===== src/design/gssg_pkg.sv =====
package gssg_pkg;

   localparam logic [6:0] MAX_RANKS = 7'd64;
   localparam logic [2:0] MOD_LAST_SHIFT = 3'd5;

   typedef enum logic [1:0] {
      ST_IDLE,
      ST_MOD,
      ST_SETUP,
      ST_EMIT
   } state_type;

   typedef enum logic {
      CSR_RANK_SIZE = 1'b0,
      CSR_OWN_RANK  = 1'b1
   } csr_index_type;

   typedef struct packed {
      logic load;
      logic mod_step;
      logic setup;
      logic emit;
   } cmd_type;

   typedef struct packed {
      logic mod_last;
      logic out_free;
      logic emit_last;
   } status_type;

   // ceil(log2 r), zero below two
   function automatic logic [2:0] count_steps(input logic [6:0] r);
      logic [6:0] t;
      logic [2:0] n;
      t = r - 7'd1;
      n = '0;
      for (int i = 0; i < 7; i++) begin
         if (t[i]) begin
            n = 3'(i + 1);
         end
      end
      if (r < 7'd2) begin
         n = '0;
      end
      return n;
   endfunction

   // (a - b) mod r, for a < r, b < 2r
   function automatic logic [5:0] sub_mod(input logic [5:0] a, input logic [6:0] b,
                                          input logic [6:0] r);
      logic [7:0] bm;
      logic [7:0] v;
      bm = (b >= r) ? {1'b0, b - r} : {1'b0, b};
      v  = {2'b00, a} + {1'b0, r} - bm;
      if (v >= {1'b0, r}) begin
         v = v - {1'b0, r};
      end
      return v[5:0];
   endfunction

endpackage


===== src/design/gssg_ctrl.sv =====
module gssg_ctrl
   import gssg_pkg::*;
(
   input  logic       clock,
   input  logic       reset,
   input  logic       req_valid,
   output logic       req_ready,
   input  status_type status,
   output cmd_type    cmd
);

   state_type state_ff;
   state_type state_in;

   always_ff @(posedge clock) begin
      if (reset) begin
         state_ff <= ST_IDLE;
      end else begin
         state_ff <= state_in;
      end
   end

   always_comb begin
      state_in  = state_ff;
      cmd       = '0;
      req_ready = 1'b0;
      case (state_ff)
         ST_IDLE: begin
            req_ready = 1'b1;
            if (req_valid) begin
               cmd.load = 1'b1;
               state_in = ST_MOD;
            end
         end
         ST_MOD: begin
            cmd.mod_step = 1'b1;
            if (status.mod_last) begin
               state_in = ST_SETUP;
            end
         end
         ST_SETUP: begin
            cmd.setup = 1'b1;
            state_in  = ST_EMIT;
         end
         ST_EMIT: begin
            if (status.out_free) begin
               cmd.emit = 1'b1;
               if (status.emit_last) begin
                  state_in = ST_IDLE;
               end
            end
         end
         default: begin
            state_in = ST_IDLE;
         end
      endcase
   end

endmodule


===== src/design/gssg_datapath.sv =====
module gssg_datapath
   import gssg_pkg::*;
(
   input  logic       clock,
   input  logic       reset,
   input  logic       csr_write_en,
   input  logic       csr_index,
   input  logic [6:0] csr_write_data,
   input  logic [5:0] req_step_index,
   input  cmd_type    cmd,
   output status_type status,
   output logic       rsp_valid,
   input  logic       rsp_ready,
   output logic       rsp_step_valid,
   output logic [2:0] rsp_step_count,
   output logic [5:0] rsp_send_to,
   output logic [5:0] rsp_recv_from,
   output logic [5:0] rsp_slice_count,
   output logic [5:0] rsp_tx_slice,
   output logic [5:0] rsp_rx_slice,
   output logic       rsp_last
);

   logic [6:0] rank_size_ff;
   logic [5:0] own_rank_ff;
   logic [6:0] r_eff;
   logic [2:0] n_now;

   logic [5:0] step_ff;
   logic [2:0] n_ff;
   logic       valid_ff;
   logic [5:0] rem_ff;
   logic [2:0] shift_ff;
   logic [5:0] snd_ff;
   logic [5:0] rcv_ff;
   logic [5:0] nsl_ff;
   logic [6:0] bm_ff;
   logic [5:0] tx_ff;
   logic [5:0] rx_ff;
   logic [5:0] cnt_ff;

   logic [12:0] cand;
   logic [2:0]  k;
   logic [6:0]  d;
   logic [7:0]  delta;
   logic [7:0]  sum;
   logic [7:0]  nsl_wide;
   logic [6:0]  snd_sum;
   logic [5:0]  snd_in;
   logic [6:0]  bm_in;

   logic       rsp_valid_ff;
   logic       rsp_step_valid_ff;
   logic [2:0] rsp_step_count_ff;
   logic [5:0] rsp_send_to_ff;
   logic [5:0] rsp_recv_from_ff;
   logic [5:0] rsp_slice_count_ff;
   logic [5:0] rsp_tx_slice_ff;
   logic [5:0] rsp_rx_slice_ff;
   logic       rsp_last_ff;

   assign r_eff = (rank_size_ff > MAX_RANKS) ? MAX_RANKS : rank_size_ff;
   assign n_now = count_steps(r_eff);

   always_ff @(posedge clock) begin
      if (reset) begin
         rank_size_ff <= 7'd2;
         own_rank_ff  <= '0;
      end else if (csr_write_en) begin
         case (csr_index_type'(csr_index))
            CSR_RANK_SIZE: rank_size_ff <= csr_write_data;
            CSR_OWN_RANK:  own_rank_ff  <= csr_write_data[5:0];
            default: ;
         endcase
      end
   end

   // reduction of own rank, one shifted compare per cycle
   assign cand = {6'b0, r_eff} << shift_ff;

   // step geometry
   assign k        = n_ff - step_ff[2:0];
   assign d        = 7'd1 << (k - 3'd1);
   assign delta    = {d, 1'b0};
   assign sum      = {1'b0, r_eff} - 8'd1 + {1'b0, d};
   assign nsl_wide = sum >> k;
   assign snd_sum  = {1'b0, rem_ff} + d;
   assign snd_in   = (snd_sum >= r_eff) ? 6'(snd_sum - r_eff) : snd_sum[5:0];
   assign bm_in    = (delta >= {1'b0, r_eff}) ? 7'(delta - {1'b0, r_eff}) : delta[6:0];

   always_ff @(posedge clock) begin
      if (cmd.load) begin
         step_ff  <= req_step_index;
         n_ff     <= n_now;
         valid_ff <= ({3'b000, n_now} > req_step_index);
         rem_ff   <= own_rank_ff;
         shift_ff <= MOD_LAST_SHIFT;
      end
      if (cmd.mod_step) begin
         if ({7'b0, rem_ff} >= cand) begin
            rem_ff <= rem_ff - cand[5:0];
         end
         shift_ff <= shift_ff - 3'd1;
      end
      if (cmd.setup) begin
         snd_ff <= snd_in;
         rcv_ff <= sub_mod(rem_ff, d, r_eff);
         nsl_ff <= nsl_wide[5:0];
         bm_ff  <= bm_in;
         tx_ff  <= rem_ff;
         rx_ff  <= sub_mod(rem_ff, d, r_eff);
         cnt_ff <= '0;
      end
      if (cmd.emit) begin
         tx_ff  <= sub_mod(tx_ff, bm_ff, r_eff);
         rx_ff  <= sub_mod(rx_ff, bm_ff, r_eff);
         cnt_ff <= cnt_ff + 6'd1;
      end
   end

   assign status.mod_last  = (shift_ff == 3'd0);
   assign status.out_free  = !rsp_valid_ff || rsp_ready;
   assign status.emit_last = !valid_ff || (cnt_ff + 6'd1 == nsl_ff);

   always_ff @(posedge clock) begin
      if (reset) begin
         rsp_valid_ff <= 1'b0;
      end else if (cmd.emit) begin
         rsp_valid_ff <= 1'b1;
      end else if (rsp_ready) begin
         rsp_valid_ff <= 1'b0;
      end
   end

   always_ff @(posedge clock) begin
      if (cmd.emit) begin
         rsp_step_valid_ff  <= valid_ff;
         rsp_step_count_ff  <= n_ff;
         rsp_send_to_ff     <= valid_ff ? snd_ff : '0;
         rsp_recv_from_ff   <= valid_ff ? rcv_ff : '0;
         rsp_slice_count_ff <= valid_ff ? nsl_ff : '0;
         rsp_tx_slice_ff    <= valid_ff ? tx_ff : '0;
         rsp_rx_slice_ff    <= valid_ff ? rx_ff : '0;
         rsp_last_ff        <= status.emit_last;
      end
   end

   assign rsp_valid       = rsp_valid_ff;
   assign rsp_step_valid  = rsp_step_valid_ff;
   assign rsp_step_count  = rsp_step_count_ff;
   assign rsp_send_to     = rsp_send_to_ff;
   assign rsp_recv_from   = rsp_recv_from_ff;
   assign rsp_slice_count = rsp_slice_count_ff;
   assign rsp_tx_slice    = rsp_tx_slice_ff;
   assign rsp_rx_slice    = rsp_rx_slice_ff;
   assign rsp_last        = rsp_last_ff;

endmodule


===== src/design/gather_step_schedule_generator.sv =====
// The first result is registered after the request transaction, once the own-rank
// reduction, the setup step and the load into the output register are done.
// A new request is taken only after the S slices of the step (1 to 32) are out,
// counted by the single shared emit counter; results go one per cycle unless stalled.
// Reset: synchronous, active high; clears control, rank_size = 2, own_rank = 0.
module gather_step_schedule_generator
   import gssg_pkg::*;
(
   input  logic       clock,
   input  logic       reset,
   input  logic       csr_write_en,
   input  logic       csr_index,
   input  logic [6:0] csr_write_data,
   input  logic       req_valid,
   output logic       req_ready,
   input  logic [5:0] req_step_index,
   output logic       rsp_valid,
   input  logic       rsp_ready,
   output logic       rsp_step_valid,
   output logic [2:0] rsp_step_count,
   output logic [5:0] rsp_send_to,
   output logic [5:0] rsp_recv_from,
   output logic [5:0] rsp_slice_count,
   output logic [5:0] rsp_tx_slice,
   output logic [5:0] rsp_rx_slice,
   output logic       rsp_last
);

   cmd_type    cmd;
   status_type status;

   gssg_ctrl u_ctrl (
      .clock     (clock),
      .reset     (reset),
      .req_valid (req_valid),
      .req_ready (req_ready),
      .status    (status),
      .cmd       (cmd)
   );

   gssg_datapath u_datapath (
      .clock           (clock),
      .reset           (reset),
      .csr_write_en    (csr_write_en),
      .csr_index       (csr_index),
      .csr_write_data  (csr_write_data),
      .req_step_index  (req_step_index),
      .cmd             (cmd),
      .status          (status),
      .rsp_valid       (rsp_valid),
      .rsp_ready       (rsp_ready),
      .rsp_step_valid  (rsp_step_valid),
      .rsp_step_count  (rsp_step_count),
      .rsp_send_to     (rsp_send_to),
      .rsp_recv_from   (rsp_recv_from),
      .rsp_slice_count (rsp_slice_count),
      .rsp_tx_slice    (rsp_tx_slice),
      .rsp_rx_slice    (rsp_rx_slice),
      .rsp_last        (rsp_last)
   );

endmodule


===== config.mk =====
export PLATFORM = sky130hd
export DESIGN_NAME = gather_step_schedule_generator
export DESIGN_NICKNAME = d
export VERILOG_FILES = /design/src/design/gssg_pkg.sv /design/src/design/gssg_ctrl.sv /design/src/design/gssg_datapath.sv /design/src/design/gather_step_schedule_generator.sv
export SDC_FILE = /design/constraint.sdc
export NUM_CORES = 1
export LEC_CHECK = 0
export BUFFER_PORTS_ARGS = -buffer_cell sky130_fd_sc_hd__buf_2
export CORE_MARGIN = 1.5
export CORE_UTILIZATION = 55
export CTS_BUF_LIST = sky130_fd_sc_hd__clkbuf_8
export DETAILED_ROUTE_END_ITERATION = 10
export PLACE_DENSITY_LB_ADDON = 0.1
export SYNTH_ARGS = -nofsm -noshare
export SYNTH_HDL_FRONTEND = slang
export SYNTH_HIERARCHICAL = 1
export SYNTH_SLANG_ARGS = --single-unit

===== constraint.sdc =====
create_clock -name clock -period 6.58 [get_ports clock]
set_input_delay 1.316 -clock clock [delete_from_list [all_inputs] [get_ports clock]]
set_output_delay 1.316 -clock clock [all_outputs]
set_load 0.02 [all_outputs]

==> impl_metrics.csv <==
group,metric,value,unit
sta,fmax,0.1493,GHz
logic_synthesis,synth.distinct_cells,75,
layout,reg_top3,"u_datapath/bm_ff: 7 flops, u_datapath/rank_size_ff: 7 flops",
route,drtPass1Iterations,4,
setup_path,critPathLaunch,"u_datapath/step_ff[0]$_DFFE_PP_",
setup_path,timing.critical_path.buf_inv,2,
status,status,"finished, violations left",
logic_synthesis,synth_flop_cell,"edfxtp_1",
layout,layout-drive-gt1-share,18.06,%
logic_synthesis,yosysWarnings,6,
sta,tns,-0.3911,ns
logic_synthesis,synth_fa_ha_area_share,20.53,%
global_route,grt_max_degree,41,
clock_tree,cts_htree_levels,3,
sta,slew_viol_final,0,
sta,hold_viol_final,0,
job,cap_violations,0,
setup_path,cp_cell_sequence,"ha_2 -> fa_2 -> xor3_2 -> or2_4 -> ha_4 -> nor2_2 -> o21a_1 -> nor3_2 -> o21bai_1 -> maj3_2 -> o31ai_4 -> mux2_4 -> fa_1 -> inv_2 -> fa_1 -> inv_2 -> fa_2 -> a21o_1 -> a21o_1 -> a31oi_4 -> o31ai_4 -> a211oi_4 -> mux2_4 -> a211o_1",
logic_synthesis,synthSimpleGateAreaFrac,13.92,%
clock_tree,hold_buffers,0,
sta,maxSlewHeadroom,31.23,%
route,via_per_inst,5.637,
layout,final_cell_mix,"104 x ha_1, 88 x edfxtp_1, 71 x inv_1",
clock_tree,clk_latency,0.40,ns
logic_synthesis,synth_top_family_by_area,"adder cells",
route,wirelength,22390,um
global_route,antenna_found_initial,0,
logic_synthesis,synth-edff-count,88,
clock_tree,cts_root_buffer,"clkbuf_8",
route,ant_nets,0,
layout,mostFrequentLayoutCell,"ha_1",
logic_synthesis,synth_mux_area_share,6.515,%
placed_design,pre_cts_slack,-0.2331,ns
setup_path,r2r_slack,-0.12,ns
setup_path,start_kind,"flop",
clock_tree,numCtsBuffers,9,
layout,fin_nets,1223,
setup_path,r2r_end,"u_datapath/rx_ff[2]$_DFFE_PP_",
floorplanning,num_rows,48,
setup_path,cp_data_arrival_time,6.86,ns
layout,n_antenna_cell,0,
setup_path,slowest_delay,0.55,ns
floorplanning,die_h,135.1,um
logic_synthesis,ys_seq_area_share,32.10,%
logic_synthesis,syn_nets,1133,
floorplanning,dieWidth,135.1,um
logic_synthesis,syn_avg_cell_area,9.799,um^2
placed_design,gp_congestion,0.8716,
setup_path,reg2reg_from,"u_datapath/step_ff[0]$_DFFE_PP_",
layout,nFillCells,1481,
sta,period_needed,6.699,ns
logic_synthesis,synth_area,0.009603,mm^2
clock_tree,cts_tree,"done",
setup_path,criticalPathCategory,"reg -> reg",
status,violations,"negative setup slack",
clock_tree,cts.reportedPaths.clkPinSlew,0.11,ns
logic_synthesis,synth_xor_xnor_area_share,7.257,%
clock_tree,clockBufferDepth,2,
setup_path,cp_data_required_time,6.74,ns
route,vias,7322,
route,wl_per_cell,17.24,um
sta,fin_crit_sh,101.8,%
clock_tree,clock_sinks,110,
floorplanning,pin_count,56,
setup_path,crit_fanout,5,
setup_path,path_depth,24,
setup_path,endpoint_kind,"flop",
global_route,grt_pass1_vias,6978,
floorplanning,coreArea,0.01718,mm^2
sta,rsz0062_at_grt,"true",
route,drtIter0Drc,413,
logic_synthesis,async_reset_ff_share,0,%
global_route,grt_pass1_wl,35500,um
route,remaining_drc_errors,0,
sta,tightest_slew,1.032,ns
setup_path,cpMaxStageDelayCell,"fa_1",
logic_synthesis,netlist_instances,980,
sta,clock_skew,0.01293,ns
setup_path,r2r.worst_path.cells,24,
setup_path,crit_family,"adder cells",
sta,setup_viol,5,
layout,areaGrowthSynthToFinish,13.00,%
global_route,grt_usage,25.23,%
placed_design,place_hpwl,17260,um
min_path,worstHoldPathCells,0,
logic_synthesis,ys_ff_latch,110,
setup_path,worstSetupEndpoint,"u_datapath/rx_ff[2]$_DFFE_PP_",
floorplanning,initial_core_util,55.91,%
global_route,grt_overflow,0,
floorplanning,die_area,0.01826,mm^2
sta,setup_ws,-0.1188,ns
placed_design,numPortBuffers,55,
min_path,hp-class,"reg -> reg",
logic_synthesis,synth-compound-area-share,15.21,%
==> synthesized netlist by cell type, drive strengths merged, types with 11 or more instances <==
cell      n  area (um^2)
a211oi   15        125.1
a21o     28        210.2
a21oi    61        305.3
and2     35        220.2
clkbuf   29        108.9
dfxtp    22        440.4
edfxtp   88         2643
fa       26        520.5
ha      108         1351
inv      78        295.3
mux2     18        202.7
mux2i    40        400.4
nand2    60        232.7
nand2b   16        100.1
nand3    19        95.09
nor2     71        266.5
nor2b    13        81.33
nor3     17        90.09
o21ai    27        135.1
o21bai   11        82.58
xnor2    52        455.4
xor2     22        192.7
==> layout make-up <==
type / instances / area [um^2] / share of cell area, %
flip-flops and latches: 110 / 3083 / 28.41
well taps: 225 / 281.5 / 2.594
clock buffers: 9 / 123.9 / 1.141
repair buffers: 113 / 714.4 / 6.584
multi-input cells: 758 / 6260 / 57.68
inverters: 78 / 295.3 / 2.721
clock inverters: 6 / 93.84 / 0.8647
==> worst min path at each step <==
stage | end | start
floorplan | u_datapath/rsp_step_count[0]$_DFFE_PP_ | u_datapath/n_ff[0]$_DFFE_PP_
global placement | u_datapath/rsp_step_count[0]$_DFFE_PP_ | u_datapath/n_ff[0]$_DFFE_PP_
detailed placement | u_datapath/rsp_step_count[0]$_DFFE_PP_ | u_datapath/n_ff[0]$_DFFE_PP_
CTS | u_datapath/rsp_step_count[0]$_DFFE_PP_ | u_datapath/n_ff[0]$_DFFE_PP_
global route | u_datapath/rsp_step_count[0]$_DFFE_PP_ | u_datapath/n_ff[0]$_DFFE_PP_
finish | u_datapath/rsp_step_count[0]$_DFFE_PP_ | u_datapath/n_ff[0]$_DFFE_PP_
==> cells by family (layout without fill, tap and decap cells) <==
family / count (synthesis) / in the layout
flops: 110 / 110
fa+ha+maj: 144 / 144
mux: 59 / 59
compound gates: 213 / 213
buf+inv: 112 / 206
xor+xnor: 76 / 76
simple gates: 266 / 266
==> metrics by stage <==
| stage | hold slack (ns) | util [%] | cell area [um^2] | instances |
|---|---|---|---|---|
| after floorplan | 0.4264 | - | 9696 | 980 |
| after global placement | 0.4325 | 61.17 | 10510 | 1279 |
| after detailed placement | 0.4362 | 61.17 | 10510 | 1279 |
| after CTS | 0.4607 | 62.57 | 10750 | 1296 |
| after global routing | 0.4688 | 63.18 | 10850 | 1299 |
| final | 0.4600 | 63.18 | 10850 | 1299 |
==> layer usage <==
metal	global-route usage (%)	part of all wire [%]	up-vias
met3	2.768	3.5	31
met2	42.35	47	137
met5	0	0	-
met4	8.901	2.6	0
li1	-	-	3689
met1	33.91	47	3465
==> what timing repair did <==
action                     CTS  global route
cloned                       0             0
setup buffers                2             3
resized for setup            3            18
setup endpoints to repair    7            12
pin swaps                    2             8
Power is not shown: default switching activity piles up to over one toggle a cycle in this logic, so the estimate is an artifact.
